===== config.mk =====
export PLATFORM = sky130hd
export DESIGN_NAME = lowest_free_slot_registry_top
export DESIGN_NICKNAME = d
export VERILOG_FILES = /design/src/hdl/lfsreg_pkg.sv /design/src/hdl/lowest_free_slot_registry_top.sv /design/src/hdl/lfsreg_ctrl.sv /design/src/hdl/lfsreg_dp.sv
export SDC_FILE = /design/constraint.sdc
export NUM_CORES = 1
export LEC_CHECK = 0
export BUFFER_PORTS_ARGS = -buffer_cell sky130_fd_sc_hd__buf_4
export CAP_MARGIN = 20
export CORE_ASPECT_RATIO = 1.2
export CORE_MARGIN = 2
export CORE_UTILIZATION = 35
export CTS_BUF_LIST = sky130_fd_sc_hd__clkbuf_8
export DETAILED_ROUTE_END_ITERATION = 8
export MAX_ROUTING_LAYER = met4
export PLACE_DENSITY = 0.48
export SYNTH_ARGS = -nofsm -noshare
export SYNTH_HDL_FRONTEND = slang
export SYNTH_SLANG_ARGS = --single-unit

===== constraint.sdc =====
create_clock -name clk -period 7 [get_ports clk]
set_input_delay 1.75 -clock clk [delete_from_list [all_inputs] [get_ports clk]]
set_output_delay 1.75 -clock clk [all_outputs]
set_load 0.05 [all_outputs]

===== src/hdl/lfsreg_pkg.sv =====
`timescale 1ns / 1ps
// Shared types and constants for the lowest-free-slot registry.
// Used by lfsreg_ctrl, lfsreg_dp and lowest_free_slot_registry_top.

package lfsreg_pkg;

    localparam int DEF_NUM_SLOTS = 8;

    localparam int CMD_W    = 3;
    localparam int KEY_W    = 16;
    localparam int ID_W     = 3;
    localparam int STATUS_W = 2;

    // stream widths, rounded up to whole bytes
    localparam int S_TDATA_W = 24;
    localparam int M_TDATA_W = 24;

    localparam logic [CMD_W-1:0] CMD_ADD      = 3'd0;
    localparam logic [CMD_W-1:0] CMD_REMOVE   = 3'd1;
    localparam logic [CMD_W-1:0] CMD_FIND_ID  = 3'd2;
    localparam logic [CMD_W-1:0] CMD_FIND_KEY = 3'd3;
    localparam logic [CMD_W-1:0] CMD_LIST     = 3'd4;

    localparam logic [STATUS_W-1:0] ST_OK   = 2'd0;
    localparam logic [STATUS_W-1:0] ST_FULL = 2'd1;
    localparam logic [STATUS_W-1:0] ST_MISS = 2'd2;

    typedef enum logic [1:0] {
        CTL_IDLE,
        CTL_RUN,
        CTL_TAIL
    } ctl_state_t;

    // controller -> datapath
    typedef struct packed {
        logic capture;
        logic issue;
        logic advance;
        logic emit;
        logic tail_emit;
        logic flush;
    } dp_cmd_t;

    // datapath -> controller
    typedef struct packed {
        logic chk_vld;
        logic chk_stop;
        logic chk_emit;
        logic issue_left;
        logic out_busy;
    } dp_sts_t;

endpackage


===== src/hdl/lowest_free_slot_registry_top.sv =====
`timescale 1ns / 1ps
// Lowest-free-slot registry: remove, find by id and unknown codes check a single
// slot and give one result beat; add, find by key and list walk the slots one per
// cycle through the key memory read port, stalling only while a result waits on a
// full output register, and list gives one beat per live slot, or one miss beat if none.
// A new command is taken once the previous one has issued its last beat.
// Reset clears every live bit; stored keys are undefined until written.

module lowest_free_slot_registry_top
    import lfsreg_pkg::*;
#(
    parameter int NUM_SLOTS = DEF_NUM_SLOTS
)
(
    input  logic                 clk,
    input  logic                 rst_n,
    input  logic                 s_tvalid,
    output logic                 s_tready,
    input  logic [S_TDATA_W-1:0] s_tdata,   // conn_key[15:0], slot_id[18:16]
    input  logic [CMD_W-1:0]     s_tuser,   // cmd[2:0]
    output logic                 m_tvalid,
    input  logic                 m_tready,
    output logic [M_TDATA_W-1:0] m_tdata,   // out_slot[2:0], out_key[18:3]
    output logic [STATUS_W-1:0]  m_tuser,   // status[1:0]
    output logic                 m_tlast
);

    dp_cmd_t          ctl;
    dp_sts_t          sts;
    logic [ID_W-1:0]  out_slot;
    logic [KEY_W-1:0] out_key;

    lfsreg_ctrl u_ctrl (
        .clk      (clk),
        .rst_n    (rst_n),
        .s_tvalid (s_tvalid),
        .s_tready (s_tready),
        .sts      (sts),
        .ctl      (ctl)
    );

    lfsreg_dp #(
        .NUM_SLOTS (NUM_SLOTS)
    ) u_dp (
        .clk        (clk),
        .rst_n      (rst_n),
        .ctl        (ctl),
        .sts        (sts),
        .in_cmd     (s_tuser),
        .in_key     (s_tdata[KEY_W-1:0]),
        .in_id      (s_tdata[KEY_W+ID_W-1:KEY_W]),
        .out_ready  (m_tready),
        .out_valid  (m_tvalid),
        .out_status (m_tuser),
        .out_slot   (out_slot),
        .out_key    (out_key),
        .out_last   (m_tlast)
    );

    assign m_tdata = {{(M_TDATA_W - KEY_W - ID_W){1'b0}}, out_key, out_slot};

endmodule


===== src/hdl/lfsreg_ctrl.sv =====
`timescale 1ns / 1ps
// Sequencer for the slot registry: accepts a command beat, steps the slot scan
// and decides when a result is written out. Depends on lfsreg_pkg.

module lfsreg_ctrl
    import lfsreg_pkg::*;
(
    input  logic    clk,
    input  logic    rst_n,
    input  logic    s_tvalid,
    output logic    s_tready,
    input  dp_sts_t sts,
    output dp_cmd_t ctl
);

    ctl_state_t state_reg;
    ctl_state_t state_next;
    logic       adv;

    // stall the scan only while a result is waiting on a full output register
    assign adv = !(sts.chk_vld && sts.chk_emit && sts.out_busy);

    always_ff @(posedge clk or negedge rst_n)
    begin
        if (!rst_n)
        begin
            state_reg <= CTL_IDLE;
        end
        else
        begin
            state_reg <= state_next;
        end
    end

    always_comb
    begin
        state_next = state_reg;
        unique case (state_reg)
            CTL_IDLE:
            begin
                if (s_tvalid)
                begin
                    state_next = CTL_RUN;
                end
            end
            CTL_RUN:
            begin
                priority if (adv && sts.chk_vld && sts.chk_stop)
                begin
                    state_next = CTL_IDLE;
                end
                else if (adv && sts.chk_vld && !sts.issue_left)
                begin
                    state_next = CTL_TAIL;
                end
            end
            CTL_TAIL:
            begin
                if (!sts.out_busy)
                begin
                    state_next = CTL_IDLE;
                end
            end
            default:
            begin
                state_next = CTL_IDLE;
            end
        endcase
    end

    always_comb
    begin
        ctl      = '0;
        s_tready = 1'b0;
        unique case (state_reg)
            CTL_IDLE:
            begin
                s_tready    = 1'b1;
                ctl.capture = s_tvalid;
            end
            CTL_RUN:
            begin
                ctl.advance = adv;
                ctl.issue   = adv && sts.issue_left;
                ctl.emit    = adv && sts.chk_vld && sts.chk_emit;
                ctl.flush   = adv && sts.chk_vld && sts.chk_stop;
            end
            CTL_TAIL:
            begin
                ctl.tail_emit = !sts.out_busy;
            end
            default:
            begin
                s_tready = 1'b0;
            end
        endcase
    end

endmodule


===== src/hdl/lfsreg_dp.sv =====
`timescale 1ns / 1ps
// Datapath of the slot registry: live bits, key memory with registered read,
// scan counter, slot check stage and output register. Depends on lfsreg_pkg.

module lfsreg_dp
    import lfsreg_pkg::*;
#(
    parameter int NUM_SLOTS = DEF_NUM_SLOTS
)
(
    input  logic                clk,
    input  logic                rst_n,
    input  dp_cmd_t             ctl,
    output dp_sts_t             sts,
    input  logic [CMD_W-1:0]    in_cmd,
    input  logic [KEY_W-1:0]    in_key,
    input  logic [ID_W-1:0]     in_id,
    input  logic                out_ready,
    output logic                out_valid,
    output logic [STATUS_W-1:0] out_status,
    output logic [ID_W-1:0]     out_slot,
    output logic [KEY_W-1:0]    out_key,
    output logic                out_last
);

    localparam int IW = $clog2(NUM_SLOTS);
    localparam int CW = ((IW > ID_W) ? IW : ID_W) + 1;

    // captured command
    logic [CMD_W-1:0]    cmd_reg;
    logic [KEY_W-1:0]    key_reg;
    logic [ID_W-1:0]     id_reg;

    // scan
    logic [IW-1:0]       idx_reg;
    logic                issue_left_reg;

    // check stage
    logic                chk_vld_reg;
    logic [IW-1:0]       chk_idx_reg;
    logic                chk_live_reg;
    logic [KEY_W-1:0]    chk_key_reg;

    // table
    logic [NUM_SLOTS-1:0] live_reg;
    logic [KEY_W-1:0]     key_mem [NUM_SLOTS];

    // output register
    logic                out_vld_reg;
    logic [STATUS_W-1:0] out_status_reg;
    logic [ID_W-1:0]     out_slot_reg;
    logic [KEY_W-1:0]    out_key_reg;
    logic                out_last_reg;

    logic                single;
    logic                id_ok;
    logic [IW-1:0]       rd_addr;
    logic                rd_ok;
    logic                last_idx;
    logic                live_above;

    logic                stop;
    logic                em;
    logic [STATUS_W-1:0] res_status;
    logic [ID_W-1:0]     res_slot;
    logic [KEY_W-1:0]    res_key;
    logic                res_last;
    logic [STATUS_W-1:0] tail_status;
    logic [KEY_W-1:0]    tail_key;

    // remove, find by id and unknown codes touch one slot only
    assign single = !(cmd_reg == CMD_ADD || cmd_reg == CMD_FIND_KEY || cmd_reg == CMD_LIST);
    assign id_ok    = CW'(id_reg) < CW'(NUM_SLOTS);
    assign rd_addr  = single ? (id_ok ? IW'(id_reg) : '0) : idx_reg;
    assign rd_ok    = single ? id_ok : 1'b1;
    assign last_idx = (idx_reg == IW'(NUM_SLOTS - 1));
    assign live_above = |((live_reg >> chk_idx_reg) >> 1);

    always_comb
    begin
        stop       = 1'b1;
        em         = 1'b1;
        res_status = ST_MISS;
        res_slot   = '0;
        res_key    = '0;
        res_last   = 1'b1;
        unique case (cmd_reg)
            CMD_ADD:
            begin
                stop       = !chk_live_reg;
                em         = !chk_live_reg;
                res_status = ST_OK;
                res_slot   = ID_W'(chk_idx_reg);
                res_key    = key_reg;
            end
            CMD_REMOVE, CMD_FIND_ID:
            begin
                res_status = chk_live_reg ? ST_OK : ST_MISS;
                res_slot   = id_reg;
                res_key    = chk_live_reg ? chk_key_reg : '0;
            end
            CMD_FIND_KEY:
            begin
                stop       = chk_live_reg && (chk_key_reg == key_reg);
                em         = chk_live_reg && (chk_key_reg == key_reg);
                res_status = ST_OK;
                res_slot   = ID_W'(chk_idx_reg);
                res_key    = key_reg;
            end
            CMD_LIST:
            begin
                // the highest live slot closes the list
                stop       = chk_live_reg && !live_above;
                em         = chk_live_reg;
                res_status = ST_OK;
                res_slot   = ID_W'(chk_idx_reg);
                res_key    = chk_key_reg;
                res_last   = !live_above;
            end
            default:
            begin
                res_status = ST_MISS;
            end
        endcase
    end

    // result after a scan that found nothing
    always_comb
    begin
        tail_status = ST_MISS;
        tail_key    = '0;
        unique case (cmd_reg)
            CMD_ADD:
            begin
                tail_status = ST_FULL;
            end
            CMD_FIND_KEY:
            begin
                tail_key = key_reg;
            end
            default:
            begin
                tail_status = ST_MISS;
            end
        endcase
    end

    always_ff @(posedge clk or negedge rst_n)
    begin
        if (!rst_n)
        begin
            idx_reg        <= '0;
            issue_left_reg <= 1'b0;
            chk_vld_reg    <= 1'b0;
            live_reg       <= '0;
            out_vld_reg    <= 1'b0;
        end
        else
        begin
            if (ctl.capture)
            begin
                idx_reg        <= '0;
                issue_left_reg <= 1'b1;
            end
            else if (ctl.issue)
            begin
                if (single || last_idx)
                begin
                    issue_left_reg <= 1'b0;
                end
                else
                begin
                    idx_reg <= idx_reg + 1'b1;
                end
            end

            if (ctl.advance)
            begin
                chk_vld_reg <= ctl.issue && !ctl.flush;
            end

            if (ctl.emit)
            begin
                if (cmd_reg == CMD_ADD)
                begin
                    live_reg[chk_idx_reg] <= 1'b1;
                end
                else if (cmd_reg == CMD_REMOVE && chk_live_reg)
                begin
                    live_reg[chk_idx_reg] <= 1'b0;
                end
            end

            if (ctl.emit || ctl.tail_emit)
            begin
                out_vld_reg <= 1'b1;
            end
            else if (out_ready)
            begin
                out_vld_reg <= 1'b0;
            end
        end
    end

    // key memory: one write port, one registered read port
    always_ff @(posedge clk)
    begin
        if (ctl.emit && cmd_reg == CMD_ADD)
        begin
            key_mem[chk_idx_reg] <= key_reg;
        end
        if (ctl.issue)
        begin
            chk_key_reg <= key_mem[rd_addr];
        end
    end

    always_ff @(posedge clk)
    begin
        if (ctl.capture)
        begin
            cmd_reg <= in_cmd;
            key_reg <= in_key;
            id_reg  <= in_id;
        end
        if (ctl.issue)
        begin
            chk_idx_reg  <= rd_addr;
            chk_live_reg <= rd_ok && live_reg[rd_addr];
        end
        if (ctl.emit)
        begin
            out_status_reg <= res_status;
            out_slot_reg   <= res_slot;
            out_key_reg    <= res_key;
            out_last_reg   <= res_last;
        end
        else if (ctl.tail_emit)
        begin
            out_status_reg <= tail_status;
            out_slot_reg   <= '0;
            out_key_reg    <= tail_key;
            out_last_reg   <= 1'b1;
        end
    end

    assign sts.chk_vld    = chk_vld_reg;
    assign sts.chk_stop   = stop;
    assign sts.chk_emit   = em;
    assign sts.issue_left = issue_left_reg;
    assign sts.out_busy   = out_vld_reg && !out_ready;

    assign out_valid  = out_vld_reg;
    assign out_status = out_status_reg;
    assign out_slot   = out_slot_reg;
    assign out_key    = out_key_reg;
    assign out_last   = out_last_reg;

endmodule


==> results of run 1 <==
## power groups by stage
stage,combinational [uW],clock (uW),sequential [uW]
final,1210,965,1830
after global routing,1320,1060,1860
after CTS,1240,1000,1830
after detailed placement,1230,0,1860
after global placement,1220,0,1850
after floorplan,723,0,1920
## worst register-to-register path, cell delays in order, from the launching register on
cell and delay [ns]:
edfxtp_1 0.61, nor2_1 0.64, nand2_1 0.65, nor3_1 0.45, nand2_1 0.20, nor2_1 0.82
buf_4 0.39
## Yosys cell counts, drive strengths merged (12+ instances only)
master | number | share of area, %
a31o | 18 | 1.8
xnor2 | 12 | 1.2
a211oi | 21 | 1.8
o31ai | 14 | 1.4
a311oi | 17 | 1.7
buf | 12 | 0.88
a21oi | 13 | 0.74
edfxtp | 192 | 66
clkbuf | 33 | 1.4
nand3 | 42 | 2.4
inv | 13 | 0.56
dfrtp | 16 | 4.6
nor2 | 19 | 0.81
and3 | 17 | 1.2
nand2 | 113 | 4.8
a22o | 16 | 1.6
## cell type report
class / instances / area (sq um)
Sequential cell: 208 / 6170
Clock inverter: 22 / 88.8
Timing Repair Buffer: 66 / 495
Fill cell: 2283 / 14500
Tap cell: 325 / 407
Clock buffer: 38 / 523
Multi-Input combinational cell: 389 / 2440
Inverter: 13 / 48.8
## path summary, 6_finish.rpt
path                                      start                         end  slack, ns  cells past startpoint
worst min register to register             flop                        flop       0.51                      2
worst min-delay path                       flop                        flop       0.51                      2
worst max-delay path                   m_tready          u_dp.key_mem[2][8]       2.72                      7
max in group asynchronous                 rst_n  asynchronous set/reset pin       5.69                      1
worst max register to register  u_dp.cmd_reg[0]          u_dp.key_mem[2][8]       2.92                      6
min in group asynchronous                 rst_n            u_dp.chk_vld_reg       1.10                      1
## cell usage in the layout (no fill, tap or decap), types with 16 or more instances in the layout
| cell type | Yosys | routed |
|---|---|---|
| nand3_1 | 42 | 42 |
| a22o_1 | 16 | 16 |
| clkbuf_8 | 0 | 38 |
| inv_1 | 10 | 27 |
| a311oi_1 | 17 | 17 |
| a31o_1 | 18 | 18 |
| nand2_1 | 113 | 113 |
| a211oi_1 | 21 | 21 |
| edfxtp_1 | 192 | 192 |
| buf_4 | 5 | 66 |
| and3_1 | 17 | 17 |
| dfrtp_1 | 16 | 16 |
| nor2_1 | 19 | 18 |
## logic make-up (layout without fill, tap and decap cells)
group | after synthesis | after routing
flops | 208 | 208
compound gates | 131 | 131
buf+inv | 58 | 139
xor+xnor | 14 | 14
other cells | 1 | 5
fa+ha+maj | 2 | 2
simple gates | 231 | 231
mux | 6 | 6
## per-stage QoR
stage | instance area (sq um) | setup slack, ns | utilization [%] | hold WS [ns]
after floorplan | 8790 | 2.95 | - | 0.464
after global placement | 9560 | 2.31 | 38.7 | 0.481
after detailed placement | 9560 | 2.26 | 38.7 | 0.498
after CTS | 10200 | 2.78 | 41.2 | 0.510
after global routing | 10200 | 2.56 | 41.2 | 0.540
final | 10200 | 2.72 | 41.2 | 0.513
## metal layers
| metal | wire length (microns) | vias up |
|---|---|---|
| li1 | - | 2601 |
| met1 | 9410 | 2811 |
| met2 | 11200 | 148 |
| met3 | 1030 | 40 |
| met4 | 701 | 0 |
| met5 | 0 | - |
==> metrics.cfg, run 1 <==
[sta]
rsz0062_at_grt = no
min_period_over_period_pct = 61.1
tightestPinTransition_ns = 1.02
tns_ns = 0
finalSetupViolCount = 0
clock_skew_ns = 0.0195
drv_slew = 0
max-slew-margin-rel_pct = 31.6
fmax_mhz = 234
hold_viol = 0
layout_min_cycle_time_ns = 4.28

[setup_path]
cp_max_fo = 14
cp_slowest_cell = nor2_1
crit_path_end_kind = flop
cp.required_ns = 7.19
critPathBufInv = 2
cp_top_family = simple AND/OR/NAND/NOR gates
critPathMostFrequentCell = buf_4
critPathMaxStageDelay_ns = 0.82
start_kind = input pin
crit_arrival_ns = 4.47
setup.worst_path.class = input pin to flop
cp_cell_sequence = buf_4 -> nand2b_1 -> nand3_1 -> nor3_1 -> nand2_1 -> nor2_1 -> buf_4

[power_and_ir_drop]
pwr-share-clk_pct = 24.1
p_leak_uw = 0.00358
combPwrFrac_pct = 30.3
vdd_drop_max_uv = 113
switching_share_pct = 37.3
p_total_uw = 4010
switching_power_uw = 1500
power_density_nw_per_um2 = 394
internal-power_uw = 2510
seqPwrFrac_pct = 45.7

[detailed_routing]
via_count = 5600
drc_errors = 0
postRouteAntennaNets = 0
wl_microns = 22300
wl_per_cell_microns = 21.1
drt_iter0_drc = 427
first_pass_iters = 5
vias_per_cell = 5.28

[clock_tree]
clock_latency_ns = 0.52
cts_tree = done
root_buffer = clkbuf_8
cts_resized = 0
cts.path.max_buffers = 3
clock-sinks = 208
htreeDepth = 2
cts_setup_buffers = 0
cts_buffers = 36
cts_hold_buffers = 0
path_clk_slew_ns = 0.06

[floorplan]
die_h_microns = 177
num_rows = 63
dieArea_sq_um = 26400
fp.coreArea_sq_um = 24700
ios = 60
die_w_microns = 149
start_util_pct = 35.6

[placement]
io_buffers = 49
gp_congestion = 0.801
hpwl_microns = 13100
placed_cells = 1001

[logic_synthesis]
synth-edff-count = 192
synthArstFlopShare_pct = 7.69
netlist_area_sq_um = 8780
synth_cell_type_count = 56
synth_flop_cell = edfxtp_1
synth_warnings = 0
synth-simple-area-share_pct = 12.6
synth.area.mux_share_pct = 0.684
synth_compound_area_share_pct = 11.9
syn_avg_cell_area_sq_um = 13.5
yosysSeqAreaShare_pct = 70.2
synth_top_family_by_area = simple AND/OR/NAND/NOR gates
synth_fa_ha_area_share_pct = 0.285
ys_ff_latch = 208
synth_xor_area_share_pct = 1.40
postSynthCellCount = 651

[global_routing]
met1_usage_pct = 21.1
grt_pass1_vias = 5612
antenna_found_initial = 0
gr-usage-met3_pct = 3.11
grt_use_met2_pct = 29.6
gr-usage-all-layers_pct = 17.6
grt_pass1_wl_microns = 33600
grt_max_degree = 53
grt.overflow.total = 0
grt-busiest-layer = met2

[cells_and_area]
drive_gt1_share_pct = 17.3
nets = 747
largest_register = u_dp.key_mem
areaGrowthSynthToFinish_pct = 15.9
fin_cells = 1061
largest_reg_flops = 128
antenna_cells = 0

[worst_hold_path]
hold_class = flop to flop

[run_status]
outcome = finished, final reports clean

[flow_run]
maxCapViolCount = 0

(Power assumes the default switching activity.)
==> run 2: changes to the inputs <==
- PLACE_DENSITY: 0.48 -> 0.5
- clock period: 7 -> 3.8 ns (I/O delays scaled with it)
==> run 2 against run 1 <==
- highest routed layer unchanged
- register-to-register slack worse by 2.6 ns
- critical path depth up 1
- routed wire length up 1.4%
- sequential cell count unchanged
- largest power group unchanged
==> metrics.cfg, run 2 (synthesized netlist as in run 1, its figures left out) <==
[power_and_ir_drop]
switching_share_pct = 37.1  ; -0.25 points
power_density_nw_per_um2 = 741  ; +88%
switching_power_uw = 2840  ; +90%
p_leak_uw = 0.00364  ; +1.7%
pwr-share-clk_pct = 25.5  ; +1.4 points
internal-power_uw = 4820  ; +92%
combPwrFrac_pct = 30.5  ; +0.2 points
vdd_drop_max_uv = 270  ; +140%
seqPwrFrac_pct = 44.0  ; -1.7 points

[cells_and_area]
fin_cells = 1075  ; +1.3%
drive_gt1_share_pct = 19.5  ; +2.2 points
areaGrowthSynthToFinish_pct = 17.8
largest_reg_flops = 128  ; unchanged
multi_input_area_sq_um = 2440  ; unchanged
largest_register = u_dp.key_mem
antenna_cells = 0  ; unchanged
fillerInstances = 2279  ; -0.18%
nets = 758  ; +1.5%
final_cell_mix = 192 x edfxtp_1, 113 x nand2_1, 77 x buf_4
regArea_sq_um = 6170  ; unchanged
layout_commonest_cell = edfxtp_1

[detailed_routing]
drt_iter0_drc = 332  ; -22%
first_pass_iters = 5  ; unchanged
postRouteAntennaNets = 0  ; unchanged
vias_per_cell = 5.25  ; -0.54%
wl_microns = 22600  ; +1.4%
drc_errors = 0  ; unchanged
wl_per_cell_microns = 21.1  ; about the same
via_count = 5643  ; +0.77%

[clock_tree]
cts.path.max_buffers = 3  ; unchanged
cts_hold_buffers = 0  ; unchanged
cts_resized = 0  ; unchanged
cts_setup_buffers = 0  ; unchanged
clock-sinks = 208  ; unchanged
path_clk_slew_ns = 0.06  ; about the same
htreeDepth = 2  ; unchanged
clock_latency_ns = 0.53  ; about the same
cts_tree = done
cts_buffers = 35  ; -2.8%
root_buffer = clkbuf_8

[floorplan]
die_w_microns = 149  ; unchanged
start_util_pct = 35.6  ; unchanged
fp.coreArea_sq_um = 24700  ; unchanged
ios = 60  ; unchanged
die_h_microns = 177  ; unchanged
dieArea_sq_um = 26400  ; unchanged
num_rows = 63  ; unchanged

[sta]
drv_slew = 0  ; unchanged
layout_min_cycle_time_ns = 3.46
clock_skew_ns = 0.0251  ; +0.00557 ns
hold_viol = 0  ; unchanged
fmax_mhz = 289
tns_ns = 0  ; unchanged
tightestPinTransition_ns = 0.883  ; -0.140 ns
finalSetupViolCount = 0  ; unchanged
rsz0062_at_grt = no
min_period_over_period_pct = 91.0
max-slew-margin-rel_pct = 41.2  ; +9.6 points
setup_slack_ns = 0.341  ; -2.38 ns

[setup_path]
cp_slowest_cell = edfxtp_1
start_kind = flop
critPathMaxStageDelay_ns = 0.66  ; -0.16 ns
rr_endpoint = u_dp.key_mem[1][1]
critPathLaunch = u_dp.cmd_reg[0]
cp_cell_sequence = and3b_1 -> nand4_1 -> nor3_1 -> buf_4 -> a21boi_2 -> or2_1 -> nor4_4 -> buf_4
endpoint = u_dp.key_mem[1][1]
crit_arrival_ns = 3.64  ; -0.83 ns
rr_worst_depth = 8  ; +2
setup.worst_path.class = flop to flop
regToRegSetupSlack_ns = 0.34  ; -2.58 ns
worstReg2RegStart = u_dp.cmd_reg[0]
cp_max_fo = 16  ; +2
critPathMostFrequentCell = buf_4
crit_path_end_kind = flop
cp.required_ns = 3.98  ; -3.21 ns

[placement]
gp_congestion = 0.840  ; +4.9%
hpwl_microns = 12900  ; -2.1%
placed_cells = 1013  ; +1.2%
pre_cts_slack_ns = 0.416  ; -1.84 ns
io_buffers = 49  ; unchanged

[global_routing]
antenna_found_initial = 0  ; unchanged
grt_pass1_vias = 5703  ; +1.6%
grt_max_degree = 46  ; -13%
grt_pass1_wl_microns = 33900  ; +0.90%
grt.overflow.total = 0  ; unchanged
gr-usage-all-layers_pct = 17.8  ; +0.21 points

[run_status]
outcome = finished, final reports clean

[worst_hold_path]
hold_class = input pin to asynchronous set/reset pin

[flow_run]
maxCapViolCount = 0  ; unchanged

==> run 2: cell types whose count changed in the layout (fill, tap and decap cells not counted), sizes merged <==
cell	change
inv	-8
clkbuf	-1
bufinv	+2
clkinv	+7
buf	+12
clkinvlp	+2
==> run 2: worst max-delay path, delay by kind of cell, from the launching register on <==
family          cells  cell delay [ns]
simple gates        5             1.79
compound gates      1             0.06
flops               1             0.66
buf+inv             2             0.57
==> run 2: power by group through the flow <==
stage                     Combinational (uW)  Sequential [uW]  Clock, uW
after floorplan                         1330             3530          0
after global placement                  2320             3400          0
after detailed placement                2350             3410          0
after CTS                               2360             3370       2010
after global routing                    2530             3420       2110
final                                   2330             3370       1960
==> run 2: cell type report <==
cell class / instances / share of cell area (%)
clock buffer: 37 / 4.93
clock inverter: 25 / 1.63
inverter: 13 / 0.472
multi-input combinational: 389 / 23.6
sequential: 208 / 59.6
tap: 325 / 3.93
timing repair buffer: 78 / 5.78
==> run 2: routing by layer <==
metal  global-route usage, %  share of wire [%]  vias up
li1                        -                  -     2623
met1                    21.8                 43     2818
met2                    30.1                 50      153
met3                    2.98                4.2       49
met4                    5.87                2.7        0
met5                       -                  0        -
==> run 2: how the worst min path moves through the flow <==
stage	end	cells past startpoint	slack [ns]
2_1_floorplan	flop	2	0.46
3_3_place_gp	flop	2	0.49
3_5_place_dp	flop	2	0.50
4_1_cts	u_ctrl.state_reg[1]	1	0.28
5_1_grt	u_dp.idx_reg[2]	1	0.28
6_report	u_dp.idx_reg[1]	1	0.29
==> run 2: stage by stage <==
step / power, uW / hold WS [ns] / utilization (%) / instance area (sq um)
final: 7660 / 0.294 / 41.9 / 10300
after global routing: 8050 / 0.282 / 41.9 / 10300
after CTS: 7740 / 0.280 / 41.9 / 10300
after detailed placement: 5760 / 0.500 / 39.2 / 9660
after global placement: 5710 / 0.488 / 39.2 / 9660
after floorplan: 4860 / 0.464 / - / 8790
